--- config.mk ---
export PLATFORM = sky130hd
export DESIGN_NAME = friction_body_motion_step_core
export DESIGN_NICKNAME = d
export VERILOG_FILES = /design/src/rtl/core/fbms_pkg.sv /design/src/rtl/core/friction_body_motion_step_core.sv /design/src/rtl/core/fbms_ser_mul.sv /design/src/rtl/core/fbms_ser_div.sv /design/src/rtl/core/fbms_ser_sqrt.sv
export SDC_FILE = /design/constraint.sdc
export NUM_CORES = 2
export LEC_CHECK = 0
export BUFFER_PORTS_ARGS = -buffer_cell sky130_fd_sc_hd__buf_4
export CAP_MARGIN = 20
export CORE_ASPECT_RATIO = 1.75
export CORE_MARGIN = 2
export CORE_UTILIZATION = 50
export DETAILED_ROUTE_END_ITERATION = 8
export GPL_ROUTABILITY_DRIVEN = 0
export HOLD_SLACK_MARGIN = 0.05
export MAX_ROUTING_LAYER = met4
export PLACE_DENSITY = 0.74
export SLEW_MARGIN = 20
export SYNTH_ARGS = -nofsm -noshare
export SYNTH_HDL_FRONTEND = slang
export SYNTH_SLANG_ARGS = --single-unit
--- constraint.sdc ---
create_clock -name aclk -period 26.8 [get_ports aclk]
set_input_delay 4.02 -clock aclk [delete_from_list [all_inputs] [get_ports aclk]]
set_output_delay 4.02 -clock aclk [all_outputs]
set_load 0.01 [all_outputs]
--- src/rtl/core/fbms_pkg.sv ---
`timescale 1ns / 1ps

package fbms_pkg;

    // datapath widths
    localparam int WORD_W    = 32;
    localparam int CNT_W     = $clog2(WORD_W + 1);
    localparam int MS_W      = 10;
    localparam int COEFF_W   = 16;
    localparam int OPCODE_W  = 2;
    localparam int CFG_IDX_W = 8;

    // command codes
    localparam logic [OPCODE_W-1:0] OP_STEP  = OPCODE_W'(0);
    localparam logic [OPCODE_W-1:0] OP_STOP  = OPCODE_W'(1);
    localparam logic [OPCODE_W-1:0] OP_CLEAR = OPCODE_W'(2);

    // configuration register indexes
    localparam logic [CFG_IDX_W-1:0] CFG_FRICTION_COEFF = CFG_IDX_W'(0);
    localparam logic [CFG_IDX_W-1:0] CFG_BODY_MASS      = CFG_IDX_W'(1);

    // reset value of the body mass, 1.0 in Q16.16
    localparam logic [WORD_W-1:0] MASS_RESET = WORD_W'(65536);

    // milliseconds per second, divisor of every time scaling
    localparam logic [WORD_W-1:0] MS_PER_S = WORD_W'(1000);

    // sequencer phases of one time step
    typedef enum logic [3:0] {
        ST_IDLE,
        ST_SQ,
        ST_GM,
        ST_FRIC,
        ST_FMUL,
        ST_FDIV,
        ST_AMUL,
        ST_ADIV,
        ST_PMUL,
        ST_PDIV,
        ST_DONE
    } fsm_state_t;

    // magnitude of a signed word, the most negative value maps to 2^31
    function automatic logic [WORD_W-1:0] mag_word(input logic [WORD_W-1:0] v);
        mag_word = v[WORD_W-1] ? (~v + WORD_W'(1)) : v;
    endfunction

    // base plus or minus an unsigned magnitude, saturated to a signed word
    function automatic logic [WORD_W-1:0] add_sat(input logic [WORD_W-1:0] base,
                                                  input logic [WORD_W-1:0] mag,
                                                  input logic neg);
        logic [WORD_W+1:0] b_ext;
        logic [WORD_W+1:0] m_ext;
        logic [WORD_W+1:0] sum;
        b_ext = {{2{base[WORD_W-1]}}, base};
        m_ext = {2'b00, mag};
        sum   = neg ? (b_ext - m_ext) : (b_ext + m_ext);
        if (sum[WORD_W+1:WORD_W-1] == 3'b000 || sum[WORD_W+1:WORD_W-1] == 3'b111) begin
            add_sat = sum[WORD_W-1:0];
        end else if (sum[WORD_W+1]) begin
            add_sat = {1'b1, {(WORD_W-1){1'b0}}};
        end else begin
            add_sat = {1'b0, {(WORD_W-1){1'b1}}};
        end
    endfunction

endpackage

--- src/rtl/core/friction_body_motion_step_core.sv ---
// Friction body motion step core. Each s_ transaction is one command (time step, stop, or
// clear) and yields exactly one m_ transaction carrying the new position and velocity in
// signed Q16.16. A time step runs through nine phases on bit-serial units (two 32-bit
// shift-add multipliers, two 32-bit restoring dividers and one square root unit), each
// phase launching its units on entry; the result then enters the output register once
// that register is free. Stop, clear and the unused opcode skip the phases and go straight
// to that load. The serial word width of these units sets the step latency.
// One command is worked on at a time; a finished result waits in the output register and
// s_ready returns as soon as it is loaded. friction_coeff (index 0) and body_mass
// (index 1) are written through the cfg_ port, which is always ready; write them only
// while no command is outstanding. Other indexes are ignored.
`timescale 1ns / 1ps

module friction_body_motion_step_core import fbms_pkg::*; #(
    parameter logic [WORD_W-1:0] GRAVITY_Q16 = 32'd642908
) (
    input  logic                        aclk,
    input  logic                        aresetn,

    input  logic                        s_valid,
    output logic                        s_ready,
    input  logic [OPCODE_W-1:0]         s_opcode,
    input  logic [MS_W-1:0]             s_elapsed_ms,
    input  logic signed [WORD_W-1:0]    s_field_x,
    input  logic signed [WORD_W-1:0]    s_field_y,

    output logic                        m_valid,
    input  logic                        m_ready,
    output logic signed [WORD_W-1:0]    m_position_x,
    output logic signed [WORD_W-1:0]    m_position_y,
    output logic signed [WORD_W-1:0]    m_velocity_x,
    output logic signed [WORD_W-1:0]    m_velocity_y,

    input  logic                        cfg_valid,
    output logic                        cfg_ready,
    input  logic [CFG_IDX_W-1:0]        cfg_index,
    input  logic [WORD_W-1:0]           cfg_data
);

    fsm_state_t state_reg, state_next;
    logic       launch_reg, launch_next;
    logic       load_out;
    logic       s_fire;

    // configuration
    logic [COEFF_W-1:0] coeff_reg;
    logic [WORD_W-1:0]  mass_reg;

    // body state
    logic [WORD_W-1:0] pos_x_reg, pos_y_reg, vel_x_reg, vel_y_reg;

    // per-step working registers
    logic [WORD_W-1:0]   fx_reg, fy_reg;
    logic [MS_W-1:0]     ms_reg;
    logic                moving_reg;
    logic [2*WORD_W-1:0] sq_reg;
    logic [WORD_W-1:0]   speed_reg;
    logic [WORD_W-2:0]   gm_reg;
    logic [WORD_W-2:0]   fric_reg;
    logic [WORD_W-1:0]   ax_reg, ay_reg;

    // output register
    logic              m_valid_reg;
    logic [WORD_W-1:0] m_pos_x_reg, m_pos_y_reg, m_vel_x_reg, m_vel_y_reg;

    // unit hookup
    logic                mul_start, div_start, sqrt_start;
    logic [WORD_W-1:0]   mul0_a, mul0_b, mul1_a, mul1_b;
    logic                mul0_done, mul1_done;
    logic [2*WORD_W-1:0] mul0_prod, mul1_prod;
    logic [WORD_W-1:0]   div_divisor;
    logic                div0_done, div1_done;
    logic [WORD_W-1:0]   div0_quot, div1_quot;
    logic                sqrt_done;
    logic [WORD_W-1:0]   sqrt_root;

    // step arithmetic
    logic [WORD_W-2:0] gm_sat, fric_sat;
    logic [WORD_W-1:0] ax_val, ay_val, nvx_raw, nvy_raw, px_val, py_val;
    logic              xdir, ydir, nx_pos, ny_pos, flip;

    assign s_fire    = s_valid && s_ready;
    assign cfg_ready = 1'b1;

    // sequencer state register
    always_ff @(posedge aclk) begin
        if (!aresetn) begin
            state_reg  <= ST_IDLE;
            launch_reg <= 1'b0;
        end else begin
            state_reg  <= state_next;
            launch_reg <= launch_next;
        end
    end

    // sequencer next state; each phase launches its units on entry
    always_comb begin
        state_next  = state_reg;
        launch_next = 1'b0;
        load_out    = 1'b0;
        s_ready     = 1'b0;
        case (state_reg)
            ST_IDLE: begin
                s_ready = 1'b1;
                if (s_valid) begin
                    if (s_opcode == OP_STEP) begin
                        state_next  = ST_SQ;
                        launch_next = 1'b1;
                    end else begin
                        state_next = ST_DONE;
                    end
                end
            end
            ST_SQ: begin
                if (mul0_done) begin
                    state_next  = ST_GM;
                    launch_next = 1'b1;
                end
            end
            ST_GM: begin
                if (mul0_done) begin
                    state_next  = ST_FRIC;
                    launch_next = 1'b1;
                end
            end
            ST_FRIC: begin
                if (mul0_done) begin
                    state_next  = ST_FMUL;
                    launch_next = 1'b1;
                end
            end
            ST_FMUL: begin
                if (mul0_done) begin
                    state_next  = ST_FDIV;
                    launch_next = 1'b1;
                end
            end
            ST_FDIV: begin
                if (div0_done) begin
                    state_next  = ST_AMUL;
                    launch_next = 1'b1;
                end
            end
            ST_AMUL: begin
                if (mul0_done) begin
                    state_next  = ST_ADIV;
                    launch_next = 1'b1;
                end
            end
            ST_ADIV: begin
                if (div0_done) begin
                    state_next  = ST_PMUL;
                    launch_next = 1'b1;
                end
            end
            ST_PMUL: begin
                if (mul0_done) begin
                    state_next  = ST_PDIV;
                    launch_next = 1'b1;
                end
            end
            ST_PDIV: begin
                if (div0_done) begin
                    state_next = ST_DONE;
                end
            end
            ST_DONE: begin
                if (!m_valid_reg || m_ready) begin
                    load_out   = 1'b1;
                    state_next = ST_IDLE;
                end
            end
            default: begin
                state_next = ST_IDLE;
            end
        endcase
    end

    // unit starts
    assign mul_start  = launch_reg && (state_reg == ST_SQ || state_reg == ST_GM ||
                        state_reg == ST_FRIC || state_reg == ST_FMUL ||
                        state_reg == ST_AMUL || state_reg == ST_PMUL);
    assign div_start  = launch_reg && (state_reg == ST_FDIV || state_reg == ST_ADIV ||
                        state_reg == ST_PDIV);
    assign sqrt_start = launch_reg && (state_reg == ST_GM);

    // multiplier operands per phase, lane 0 is x and lane 1 is y
    always_comb begin
        mul0_a = '0;
        mul0_b = '0;
        mul1_a = '0;
        mul1_b = '0;
        case (state_reg)
            ST_SQ: begin
                mul0_a = mag_word(vel_x_reg);
                mul0_b = mag_word(vel_x_reg);
                mul1_a = mag_word(vel_y_reg);
                mul1_b = mag_word(vel_y_reg);
            end
            ST_GM: begin
                mul0_a = GRAVITY_Q16;
                mul0_b = mass_reg;
            end
            ST_FRIC: begin
                mul0_a = WORD_W'(gm_reg);
                mul0_b = WORD_W'(coeff_reg);
            end
            ST_FMUL: begin
                mul0_a = WORD_W'(fric_reg);
                mul0_b = mag_word(vel_x_reg);
                mul1_a = WORD_W'(fric_reg);
                mul1_b = mag_word(vel_y_reg);
            end
            ST_AMUL: begin
                mul0_a = mag_word(ax_reg);
                mul0_b = WORD_W'(ms_reg);
                mul1_a = mag_word(ay_reg);
                mul1_b = WORD_W'(ms_reg);
            end
            ST_PMUL: begin
                mul0_a = mag_word(vel_x_reg);
                mul0_b = WORD_W'(ms_reg);
                mul1_a = mag_word(vel_y_reg);
                mul1_b = WORD_W'(ms_reg);
            end
            default: begin
                mul0_a = '0;
            end
        endcase
    end

    // friction divides by speed, time scaling by milliseconds per second
    assign div_divisor = (state_reg == ST_FDIV) ? speed_reg : MS_PER_S;

    fbms_ser_mul u_mul0 (
        .aclk    (aclk),
        .aresetn (aresetn),
        .start   (mul_start),
        .a       (mul0_a),
        .b       (mul0_b),
        .done    (mul0_done),
        .prod    (mul0_prod)
    );

    fbms_ser_mul u_mul1 (
        .aclk    (aclk),
        .aresetn (aresetn),
        .start   (mul_start),
        .a       (mul1_a),
        .b       (mul1_b),
        .done    (mul1_done),
        .prod    (mul1_prod)
    );

    fbms_ser_div u_div0 (
        .aclk     (aclk),
        .aresetn  (aresetn),
        .start    (div_start),
        .dividend (mul0_prod),
        .divisor  (div_divisor),
        .done     (div0_done),
        .quot     (div0_quot)
    );

    fbms_ser_div u_div1 (
        .aclk     (aclk),
        .aresetn  (aresetn),
        .start    (div_start),
        .dividend (mul1_prod),
        .divisor  (div_divisor),
        .done     (div1_done),
        .quot     (div1_quot)
    );

    fbms_ser_sqrt u_sqrt (
        .aclk     (aclk),
        .aresetn  (aresetn),
        .start    (sqrt_start),
        .radicand (sq_reg),
        .done     (sqrt_done),
        .root     (sqrt_root)
    );

    // saturating shifts of the friction products
    assign gm_sat   = (mul0_prod[2*WORD_W-1:47] != '0) ? {(WORD_W-1){1'b1}}
                                                        : mul0_prod[46:16];
    assign fric_sat = (mul0_prod[2*WORD_W-1:43] != '0) ? {(WORD_W-1){1'b1}}
                                                        : mul0_prod[42:12];

    // friction acts against each velocity component
    assign ax_val = add_sat(fx_reg, div0_quot, !vel_x_reg[WORD_W-1]);
    assign ay_val = add_sat(fy_reg, div1_quot, !vel_y_reg[WORD_W-1]);

    // velocity update and direction flip test
    assign nvx_raw = add_sat(vel_x_reg, div0_quot, ax_reg[WORD_W-1]);
    assign nvy_raw = add_sat(vel_y_reg, div1_quot, ay_reg[WORD_W-1]);
    assign xdir    = !vel_x_reg[WORD_W-1] && (vel_x_reg != '0);
    assign ydir    = !vel_y_reg[WORD_W-1] && (vel_y_reg != '0);
    assign nx_pos  = !nvx_raw[WORD_W-1] && (nvx_raw != '0);
    assign ny_pos  = !nvy_raw[WORD_W-1] && (nvy_raw != '0);
    assign flip    = moving_reg && (xdir != nx_pos) && (ydir != ny_pos);

    // position update with the new velocity
    assign px_val = add_sat(pos_x_reg, div0_quot, vel_x_reg[WORD_W-1]);
    assign py_val = add_sat(pos_y_reg, div1_quot, vel_y_reg[WORD_W-1]);

    // configuration writes
    always_ff @(posedge aclk) begin
        if (!aresetn) begin
            coeff_reg <= '0;
            mass_reg  <= MASS_RESET;
        end else if (cfg_valid && cfg_ready) begin
            case (cfg_index)
                CFG_FRICTION_COEFF: coeff_reg <= cfg_data[COEFF_W-1:0];
                CFG_BODY_MASS:      mass_reg  <= cfg_data;
                default:            coeff_reg <= coeff_reg;
            endcase
        end
    end

    // position and velocity
    always_ff @(posedge aclk) begin
        if (!aresetn) begin
            pos_x_reg <= '0;
            pos_y_reg <= '0;
            vel_x_reg <= '0;
            vel_y_reg <= '0;
        end else begin
            if (s_fire) begin
                case (s_opcode)
                    OP_STOP: begin
                        vel_x_reg <= '0;
                        vel_y_reg <= '0;
                    end
                    OP_CLEAR: begin
                        pos_x_reg <= '0;
                        pos_y_reg <= '0;
                        vel_x_reg <= '0;
                        vel_y_reg <= '0;
                    end
                    default: begin
                        vel_x_reg <= vel_x_reg;
                    end
                endcase
            end
            if (state_reg == ST_ADIV && div0_done) begin
                vel_x_reg <= flip ? '0 : nvx_raw;
                vel_y_reg <= flip ? '0 : nvy_raw;
            end
            if (state_reg == ST_PDIV && div0_done) begin
                pos_x_reg <= px_val;
                pos_y_reg <= py_val;
            end
        end
    end

    // per-step working values captured on acceptance and at phase ends
    always_ff @(posedge aclk) begin
        if (s_fire) begin
            fx_reg     <= s_field_x;
            fy_reg     <= s_field_y;
            ms_reg     <= s_elapsed_ms;
            moving_reg <= (vel_x_reg != '0) || (vel_y_reg != '0);
        end
        if (state_reg == ST_SQ && mul0_done) begin
            sq_reg <= mul0_prod + mul1_prod;
        end
        if (state_reg == ST_GM && mul0_done) begin
            speed_reg <= (sqrt_root == '0) ? WORD_W'(1) : sqrt_root;
            gm_reg    <= gm_sat;
        end
        if (state_reg == ST_FRIC && mul0_done) begin
            fric_reg <= moving_reg ? fric_sat : '0;
        end
        if (state_reg == ST_FDIV && div0_done) begin
            ax_reg <= ax_val;
            ay_reg <= ay_val;
        end
    end

    // result register
    always_ff @(posedge aclk) begin
        if (!aresetn) begin
            m_valid_reg <= 1'b0;
        end else if (load_out) begin
            m_valid_reg <= 1'b1;
        end else if (m_ready) begin
            m_valid_reg <= 1'b0;
        end
    end

    always_ff @(posedge aclk) begin
        if (load_out) begin
            m_pos_x_reg <= pos_x_reg;
            m_pos_y_reg <= pos_y_reg;
            m_vel_x_reg <= vel_x_reg;
            m_vel_y_reg <= vel_y_reg;
        end
    end

    assign m_valid      = m_valid_reg;
    assign m_position_x = m_pos_x_reg;
    assign m_position_y = m_pos_y_reg;
    assign m_velocity_x = m_vel_x_reg;
    assign m_velocity_y = m_vel_y_reg;

    // both lanes run in lockstep
    a_lanes_lockstep: assert property (@(posedge aclk) disable iff (!aresetn)
        (mul0_done == mul1_done) && (div0_done == div1_done))
        else $error("x and y lanes out of step");

    // the root is ready in the same cycle as the gravity-mass product
    a_sqrt_aligned: assert property (@(posedge aclk) disable iff (!aresetn)
        (state_reg == ST_GM && mul0_done) |-> sqrt_done)
        else $error("square root not aligned with its phase");

    // every quotient fits one word
    a_div_range: assert property (@(posedge aclk) disable iff (!aresetn)
        div_start |-> (mul0_prod[2*WORD_W-1:WORD_W] < div_divisor) &&
                      (mul1_prod[2*WORD_W-1:WORD_W] < div_divisor))
        else $error("divider quotient overflow");

    // one command in flight
    a_one_command: assert property (@(posedge aclk) disable iff (!aresetn)
        s_fire |=> !s_ready)
        else $error("command accepted while busy");

    // a finished result reaches the output register and frees the input
    a_result_loaded: assert property (@(posedge aclk) disable iff (!aresetn)
        (state_reg == ST_DONE && (!m_valid_reg || m_ready)) |=> (m_valid && s_ready))
        else $error("result not loaded");

endmodule

--- src/rtl/core/fbms_ser_mul.sv ---
`timescale 1ns / 1ps

module fbms_ser_mul import fbms_pkg::*; (
    input  logic                  aclk,
    input  logic                  aresetn,
    input  logic                  start,
    input  logic [WORD_W-1:0]     a,
    input  logic [WORD_W-1:0]     b,
    output logic                  done,
    output logic [2*WORD_W-1:0]   prod
);

    logic [2*WORD_W-1:0] acc_reg, acc_next;
    logic [WORD_W-1:0]   mcand_reg, mcand_next;
    logic [CNT_W-1:0]    cnt_reg, cnt_next;
    logic                done_reg, done_next;
    logic [WORD_W:0]     sum;

    // shift-add: one multiplier bit per cycle, lsb first
    always_comb begin
        sum        = {1'b0, acc_reg[2*WORD_W-1:WORD_W]}
                   + (acc_reg[0] ? {1'b0, mcand_reg} : {(WORD_W+1){1'b0}});
        acc_next   = acc_reg;
        mcand_next = mcand_reg;
        cnt_next   = cnt_reg;
        done_next  = 1'b0;
        if (start) begin
            acc_next   = {{WORD_W{1'b0}}, b};
            mcand_next = a;
            cnt_next   = CNT_W'(WORD_W);
        end else if (cnt_reg != '0) begin
            acc_next  = {sum, acc_reg[WORD_W-1:1]};
            cnt_next  = cnt_reg - CNT_W'(1);
            done_next = (cnt_reg == CNT_W'(1));
        end
    end

    // control
    always_ff @(posedge aclk) begin
        if (!aresetn) begin
            cnt_reg  <= '0;
            done_reg <= 1'b0;
        end else begin
            cnt_reg  <= cnt_next;
            done_reg <= done_next;
        end
    end

    // operands and partial product
    always_ff @(posedge aclk) begin
        acc_reg   <= acc_next;
        mcand_reg <= mcand_next;
    end

    assign done = done_reg;
    assign prod = acc_reg;

endmodule

--- src/rtl/core/fbms_ser_div.sv ---
`timescale 1ns / 1ps

// quotient must fit one word: the upper half of the dividend is below the divisor
module fbms_ser_div import fbms_pkg::*; (
    input  logic                  aclk,
    input  logic                  aresetn,
    input  logic                  start,
    input  logic [2*WORD_W-1:0]   dividend,
    input  logic [WORD_W-1:0]     divisor,
    output logic                  done,
    output logic [WORD_W-1:0]     quot
);

    logic [WORD_W-1:0] rem_reg, rem_next;
    logic [WORD_W-1:0] quo_reg, quo_next;
    logic [WORD_W-1:0] dsr_reg, dsr_next;
    logic [CNT_W-1:0]  cnt_reg, cnt_next;
    logic              done_reg, done_next;
    logic [WORD_W:0]   trial;
    logic [WORD_W+1:0] diff;
    logic              ge;

    // restoring division, one quotient bit per cycle
    always_comb begin
        trial     = {rem_reg, quo_reg[WORD_W-1]};
        diff      = {1'b0, trial} - {2'b00, dsr_reg};
        ge        = !diff[WORD_W+1];
        rem_next  = rem_reg;
        quo_next  = quo_reg;
        dsr_next  = dsr_reg;
        cnt_next  = cnt_reg;
        done_next = 1'b0;
        if (start) begin
            rem_next = dividend[2*WORD_W-1:WORD_W];
            quo_next = dividend[WORD_W-1:0];
            dsr_next = divisor;
            cnt_next = CNT_W'(WORD_W);
        end else if (cnt_reg != '0) begin
            rem_next  = ge ? diff[WORD_W-1:0] : trial[WORD_W-1:0];
            quo_next  = {quo_reg[WORD_W-2:0], ge};
            cnt_next  = cnt_reg - CNT_W'(1);
            done_next = (cnt_reg == CNT_W'(1));
        end
    end

    // control
    always_ff @(posedge aclk) begin
        if (!aresetn) begin
            cnt_reg  <= '0;
            done_reg <= 1'b0;
        end else begin
            cnt_reg  <= cnt_next;
            done_reg <= done_next;
        end
    end

    // remainder, dividend / quotient shift register, divisor
    always_ff @(posedge aclk) begin
        rem_reg <= rem_next;
        quo_reg <= quo_next;
        dsr_reg <= dsr_next;
    end

    assign done = done_reg;
    assign quot = quo_reg;

endmodule

--- src/rtl/core/fbms_ser_sqrt.sv ---
`timescale 1ns / 1ps

module fbms_ser_sqrt import fbms_pkg::*; (
    input  logic                  aclk,
    input  logic                  aresetn,
    input  logic                  start,
    input  logic [2*WORD_W-1:0]   radicand,
    output logic                  done,
    output logic [WORD_W-1:0]     root
);

    logic [2*WORD_W-1:0] rad_reg, rad_next;
    logic [WORD_W+1:0]   rem_reg, rem_next;
    logic [WORD_W-1:0]   root_reg, root_next;
    logic [CNT_W-1:0]    cnt_reg, cnt_next;
    logic                done_reg, done_next;
    logic [WORD_W+3:0]   t;
    logic [WORD_W+3:0]   trial;
    logic [WORD_W+4:0]   diff;
    logic                ge;

    // digit-by-digit root: two radicand bits in, one root bit out per cycle
    always_comb begin
        t         = {rem_reg, rad_reg[2*WORD_W-1:2*WORD_W-2]};
        trial     = {2'b00, root_reg, 2'b01};
        diff      = {1'b0, t} - {1'b0, trial};
        ge        = !diff[WORD_W+4];
        rad_next  = rad_reg;
        rem_next  = rem_reg;
        root_next = root_reg;
        cnt_next  = cnt_reg;
        done_next = 1'b0;
        if (start) begin
            rad_next  = radicand;
            rem_next  = '0;
            root_next = '0;
            cnt_next  = CNT_W'(WORD_W);
        end else if (cnt_reg != '0) begin
            rad_next  = {rad_reg[2*WORD_W-3:0], 2'b00};
            rem_next  = ge ? diff[WORD_W+1:0] : t[WORD_W+1:0];
            root_next = {root_reg[WORD_W-2:0], ge};
            cnt_next  = cnt_reg - CNT_W'(1);
            done_next = (cnt_reg == CNT_W'(1));
        end
    end

    // control
    always_ff @(posedge aclk) begin
        if (!aresetn) begin
            cnt_reg  <= '0;
            done_reg <= 1'b0;
        end else begin
            cnt_reg  <= cnt_next;
            done_reg <= done_next;
        end
    end

    // radicand shift register, partial remainder and root
    always_ff @(posedge aclk) begin
        rad_reg  <= rad_next;
        rem_reg  <= rem_next;
        root_reg <= root_next;
    end

    assign done = done_reg;
    assign root = root_reg;

endmodule

# Word-level counts from Yosys, hierarchy flattened
# Index checks and enable logic that the tools add are counted.
# op_classes
addsub,27
n_mux,89
reduce_logical,86
n_eq_ne,34
bitwise,7
# ops
cell,count
two-way mux 32 bit,42
two-way mux 34 bit,7
adder 32 x 33 -> 34 bit,6
subtractor 32 x 33 -> 34 bit,6
one-hot mux 32 bit (5 select lines),1
adder 32 x 1 -> 32 bit (second input constant),4
two-way mux 64 bit,2
NOT 32 bit,4
one-hot mux 32 bit (4 select lines),1
nonzero test 32 bit,4
one-hot mux 32 bit (3 select lines),1
subtractor 33 x 32 -> 34 bit,2
adder 32 x 32 -> 33 bit,2
adder 64 bit,1
one-hot mux 32 bit (2 select lines),1
two-way mux 6 bit,10
two-way mux 4 bit,12
one-hot mux 4 bit (11 select lines),1
subtractor 36 x 34 -> 37 bit,1
logical NOT 32 bit,1
two-way mux 31 bit,1
nonzero test 6 bit,5
subtractor 6 x 1 -> 6 bit (second input constant),5
nonzero test 21 bit,1
other kinds (29),122
# totals
register_bits,1121
elab_cells,292
out_inout_bits,131
inputBits,121

# Logic depth before layout (Yosys ltp)
# logic_depth
ltp_word,12
depth_mapped,27

# Modules after synthesis
# Synthesis repeated with hierarchy kept, for this count alone.
# hier_totals
hier_cells,7808
area_unflattened_um2,74097.3
# modules_own_cells
mod,n_inst,cells_each,area_each_um2,seq_area_each_um2
friction_body_motion_step_core,1,4796,43026.3,16405.7
fbms_ser_sqrt,1,804,7582.3,3383.2
fbms_ser_div (u_div0),1,552,6017.0,3022.9
fbms_ser_div (u_div1),1,545,6014.5,3022.9
fbms_ser_mul (u_mul1),1,558,5773.0,2702.6
fbms_ser_mul (u_mul0),1,553,5684.2,2702.6

# Least setup slack after synthesis
# Ideal clock, no wire load.
# synth_path
path_kind,input -> register
from,in m_ready
to,"reg m_pos_x_reg[0], in the netlist m_position_x[0] (enable)"
slack_ns,13.322
stages,2
arrival_ns,12.706
required_time_ns,26.028
setup_time_ns,0.772
path_buffers,0
cell_sequence,nor2b_1 nor3_1
# synth_via
elab_chain_len,3
# synth_lines
item,line_no,text
from (decl),friction_body_motion_step_core.sv:28,"input logic m_ready,"
logical OR 1 bit,friction_body_motion_step_core.sv:168,if (!m_valid_reg || m_ready) begin
two-way mux 1 bit,friction_body_motion_step_core.sv:168,
two-way mux 1 bit,friction_body_motion_step_core.sv:102,case (state_reg)
named net load_out,friction_body_motion_step_core.sv:42,logic load_out;
to (signal assigned),friction_body_motion_step_core.sv:394,m_pos_x_reg <= pos_x_reg;
to (decl),friction_body_motion_step_core.sv:64,"logic [WORD_W-1:0] m_pos_x_reg, m_pos_y_reg, m_vel_x_reg, m_vel_y_reg;"
# The timed path passes the listed nets, and every way through them passes these cells.
# A chain may end at the register's enable or synchronous reset.

# Worst setup path in the final report
# layout_path
from,"reg u_div0.quo_reg[0], in the netlist u_div0.quot[0]"
to,reg vel_x_reg[18]
# layout_via
elab_chain_len,12
# layout_lines
item,line_no,text
from (decl),fbms_ser_div.sv:15,"logic [WORD_W-1:0] quo_reg, quo_next;"
from (signal assigned),fbms_ser_div.sv:60,quo_reg <= quo_next;
adder 32 x 33 -> 34 bit / subtractor 32 x 33 -> 34 bit (equally long branches),fbms_pkg.sv:57,sum = neg ? (b_ext - m_ext) : (b_ext + m_ext);
two-way mux 34 bit (*),fbms_pkg.sv:57,
equality test 3 bit / logical NOT 3 bit (equally long branches),fbms_pkg.sv:58,if (sum[WORD_W+1:WORD_W-1] == 3'b000 || sum[WORD_W+1:WORD_W-1] == 3'b111) begin
logical OR 1 bit,fbms_pkg.sv:58,
two-way mux 32 bit (*),fbms_pkg.sv:58,
nonzero test 32 bit / logical NOT 1 bit (equally long branches),friction_body_motion_step_core.sv:299,assign nx_pos = !nvx_raw[WORD_W-1] && (nvx_raw != '0);
logical AND 1 bit,friction_body_motion_step_core.sv:299,
!= test 1 bit,friction_body_motion_step_core.sv:301,assign flip = moving_reg && (xdir != nx_pos) && (ydir != ny_pos);
logical AND 1 bit (2 in a row),friction_body_motion_step_core.sv:301,
two-way mux 32 bit (*),friction_body_motion_step_core.sv:347,vel_x_reg <= flip ? '0 : nvx_raw;
two-way mux 32 bit (*),friction_body_motion_step_core.sv:346,if (state_reg == ST_ADIV && div0_done) begin
to (signal assigned),friction_body_motion_step_core.sv:342,vel_x_reg <= vel_x_reg;
to (signal assigned),friction_body_motion_step_core.sv:347,
to (decl),friction_body_motion_step_core.sv:50,"logic [WORD_W-1:0] pos_x_reg, pos_y_reg, vel_x_reg, vel_y_reg;"
# Mark *: on every way between the ends. The rest lies on a longest branch, timed or not.

==> Implementation_results.wiki <==
{| class="wikitable"
! Metric !! Value
|-
| Global-route total usage across every layer || 0.328
|-
| Horizontal extent of the die || 287 um
|-
| Unique masters post-synth || 99
|-
| Maximum number of pins on one net before global-route repair || 98
|-
| Result of the run || finished, final reports clean
|-
| Count of state elements after synthesis || 1121
|-
| Critical Path RT || 27430 ps
|-
| Routed wirelength normalized by instance count || 24.1 um
|-
| I/O pin cnt || 252
|-
| Post-synthesis share of cell area spent on full adders, half adders and majority gates || 0.0812
|-
| Synthesized instance count || 7632
|-
| Final slew viol count || 0
|-
| Simple-gate share of the synthesized area || 0.165
|-
| Inserted Clock Buffers || 104
|-
| HPWL reported at the end of detailed placement || 172000 um
|-
| Terminating pin of the worst hold path || m_position_x[5]$_DFFE_PP_
|-
| Core Area || 139000 um^2
|-
| Share of layout cells above drive strength 1 || 0.0790
|-
| Via count of the first global-routing pass || 58500
|-
| CTS HTree Levels || 3
|-
| Cell area after synthesis || 70200 um^2
|-
| Wire length of the first global-routing pass || 347000 um
|-
| Final Setup Violations || 0
|-
| Growth of design area from synthesis to finish || 10.3%
|-
| Fraction of the mapped netlist area in compound gates || 0.197
|-
| Clock sink total || 1121
|-
| Area of the die || 143000 um^2
|-
| Worst path max stage delay || 750 ps
|-
| Root buf cell || clkbuf_16
|-
| CP top delay family || compound AO/OA/AOI/OAI gates
|-
| Vias per cell || 6.27
|-
| Number of search-and-repair iterations in the first detailed-routing pass || 9
|-
| Number of gates resized after cts || 0
|-
| Category of the most critical setup path || register to register
|-
| Worst Setup Slack, final || 18790 ps
|-
| Post-CTS setup buffers || 0
|-
| Most common cell after layout, fill and taps aside || nand2_1
|-
| Antenna violations before repair || 24
|-
| Quantity of hold-fixing buffers added after cts || 0
|-
| Reg2reg setup slack || 18790 ps
|-
| Clock Skew || 56.4 ps
|-
| Worst Hold Depth || 0
|-
| Slew Limit Headroom || 0.0302
|-
| Post-synth top area share || 0.332
|-
| Share of synthesized area spent on multiplexers || 0.0115
|-
| Number of buffer cells added on primary ports || 250
|-
| Clock network latency to the later pin of the worst-skew pair || 780 ps
|-
| Worst-case reg-to-reg path depth || 24
|-
| Via count || 60400
|-
| R2r startpoint || u_div0.quot[0]$_DFFE_PP_
|-
| Max-capacitance violation count || 0
|-
| CP cell instances || inv_1 > ha_1 > nor3b_1 > nor3b_1 > nand2_1 > or4_1 > nor2_1 > nor2_1 > xnor2_1 > ha_1 > a21oi_1 > o221ai_1 > a22oi_1 > o21ai_0 > o31ai_1 > xor2_1 > nand4_1 > nor4_1 > a41oi_1 > xnor2_1 > buf_4 > a21oi_4 > buf_4 > o21ai_1
|-
| Setup TNS || 0 ps
|-
| Transition at the pin with the smallest max-transition slack || 1450 ps
|-
| CTS tree || yes
|-
| Num rows || 181
|-
| Critical path arrival || 8640 ps
|-
| Period minus WS final || 8010 ps
|-
| Sequential fraction of the synthesis area || 0.431
|-
| Leakage power || 31.5 nW
|-
| DRC || 0
|-
| Unrepaired setup endpoints after global routing || no
|-
| Fmax achieved || 125 MHz
|-
| Endpoint of the worst register-to-register path || vel_x_reg[18]$_SDFFE_PN0P_
|-
| Async set or reset register ratio after synthesis || 0
|-
| Predominant post-synthesis flop cell || edfxtp_1
|-
| Synthesis Warnings || 0
|-
| Post-Synth XOR/XNOR Area || 0.0763
|-
| Final clock period utilization by the worst path || 0.299
|-
| Count of nets after finishing || 8256
|-
| Per-instance average area after synthesis || 9.19 um^2
|-
| Max layer used || met4
|-
| Die Ht || 500 um
|-
| Number of buffers on the longest clock path || 3
|-
| Nature of the critical path startpoint || register
|-
| Number of DRC markers after the initial detailed-route iteration || 5865
|-
| Commonest non-fill, non-tap cells in the layout || nand2_1, edfxtp_1, a21oi_1
|-
| Final routed wirelength across all metal layers || 232000 um
|-
| Type of the worst min-delay path || register to register
|-
| Number of enable flip-flop cells after synthesis || 777
|-
| Area leader, netlist || edfxtp_1
|-
| Fin. Hold Viols || 0
|-
| Wl on met1 || 79300 um
|-
| Critical Path Fanout Max || 46
|-
| Dominant combinational cell family by area after synthesis || compound AO/OA/AOI/OAI gates
|-
| Synthesized netlist net count || 8201
|-
| Met3 WL || 18100 um
|-
| Count of nets left with antenna violations after detail routing || 0
|-
| Power per Cell Area || 128 nW/um^2
|-
| Initial Util || 0.505
|-
| Congestion Overflow GR || 0
|-
| Routed length on met2 || 111000 um
|-
| Launch point of the worst hold path || pos_x_reg[5]$_SDFFE_PN0P_
|-
| Worst setup slack before clock tree synthesis || 19240 ps
|-
| Buffering stage count on the worst path with inverters included || 3
|-
| Endpoint type of the worst setup path || register
|-
| Dominant cells by area after synthesis || edfxtp_1, dfxtp_1, ha_1
|-
| Worst voltage drop across the vdd grid || 0.0765 mV
|-
| Clk slew on worst S/H paths || 70 ps
|-
| Slowest CP cell || o31ai_1
|-
| Overall power after layout || 9.93 mW
|}
## metrics by stage
step	util	cells	hold slack, ps	instance area, um^2
3_3_place_gp	0.529	9408	444	73600
3_5_place_dp	0.529	9409	452	73600
4_1_cts	0.556	9605	460	77300
6_report	0.557	9633	460	77400
2_1_floorplan	-	7632	428	70200
5_1_grt	0.557	9632	465	77400
## cell type report
class,count,area (um^2)
Timing Repair Buffer,328,2490
Antenna cell,26,65.1
Inverter,321,1210
Sequential cell,1121,30200
Fill cell,12200,61700
Tap cell,1830,2290
Multi-Input combinational cell,5811,37400
Clock inverter,74,848
Clock buffer,122,2830
## worst reg2reg max path: stages (launching register included)
cell	delay, ps
edfxtp_1	540
inv_1	140
ha_1	190
nor3b_1	340
nor3b_1	430
nand2_1	240
or4_1	490
nor2_1	160
nor2_1	70
xnor2_1	160
ha_1	380
a21oi_1	300
o221ai_1	190
a22oi_1	190
o21ai_0	250
o31ai_1	750
xor2_1	240
nand4_1	100
nor4_1	650
a41oi_1	430
xnor2_1	240
buf_4	220
a21oi_4	390
buf_4	530
o21ai_1	220
## how the worst max path moves through the flow
stage / cells after the start / startpoint / slack (ps) / to
3_5_place_dp: 26 / u_div1.quot[0]$_DFFE_PP_ / 19240 / vel_x_reg[18]$_SDFFE_PN0P_
3_3_place_gp: 26 / u_div1.quot[0]$_DFFE_PP_ / 19340 / vel_y_reg[0]$_SDFFE_PN0P_
6_report: 24 / u_div0.quot[0]$_DFFE_PP_ / 18790 / vel_x_reg[18]$_SDFFE_PN0P_
2_1_floorplan: 2 / m_ready / 13320 / m_position_x[0]$_DFFE_PP_
4_1_cts: 26 / u_div1.quot[0]$_DFFE_PP_ / 19170 / vel_x_reg[18]$_SDFFE_PN0P_
5_1_grt: 26 / u_div1.quot[0]$_DFFE_PP_ / 18410 / vel_x_reg[0]$_SDFFE_PN0P_
## layer usage
metal,vias up,global-route usage
li1,27700,-
met1,28700,0.335
met2,2913,0.533
met3,1013,0.0715
met4,0,0.279
met5,-,-
## power by group
group	switching, mW	internal [mW]	leakage, nW
combinational	3.15	2.03	19.7
clock	0.727	0.892	1.76
sequential	0.561	2.57	10.0
## synthesized netlist by cell type (31+ instances only)
cell and number:
nand2_1 1132, edfxtp_1 777, a21oi_1 615, nor2_1 512, ha_1 437, o21ai_0 437
xnor2_1 348, dfxtp_1 344, clkbuf_1 333, inv_1 320, xor2_1 260, a21o_1 259
nor3_1 135, nand2b_1 112, o21a_1 109, and2_1 107, nand3_1 106, and3_1 92
a31oi_1 80, mux2i_1 74, a211oi_1 69, o31ai_1 68, o21ai_1 65, nor2b_1 58
or3_1 54, o21bai_1 51, nand4_1 48, o211ai_1 41, nor4_1 40, or4_1 35
a221o_1 33, o221ai_1 31
## logic make-up after synthesis
kind of cell,Yosys count
AO/OA/AOI/OAI,2154
XOR/XNOR,610
adder cells (fa/ha/maj),449
buffers and inverters,700
flip-flops,1121
multiplexers,80
other,1
AND/OR/NAND/NOR,2517
(Power assumes the default switching activity.)
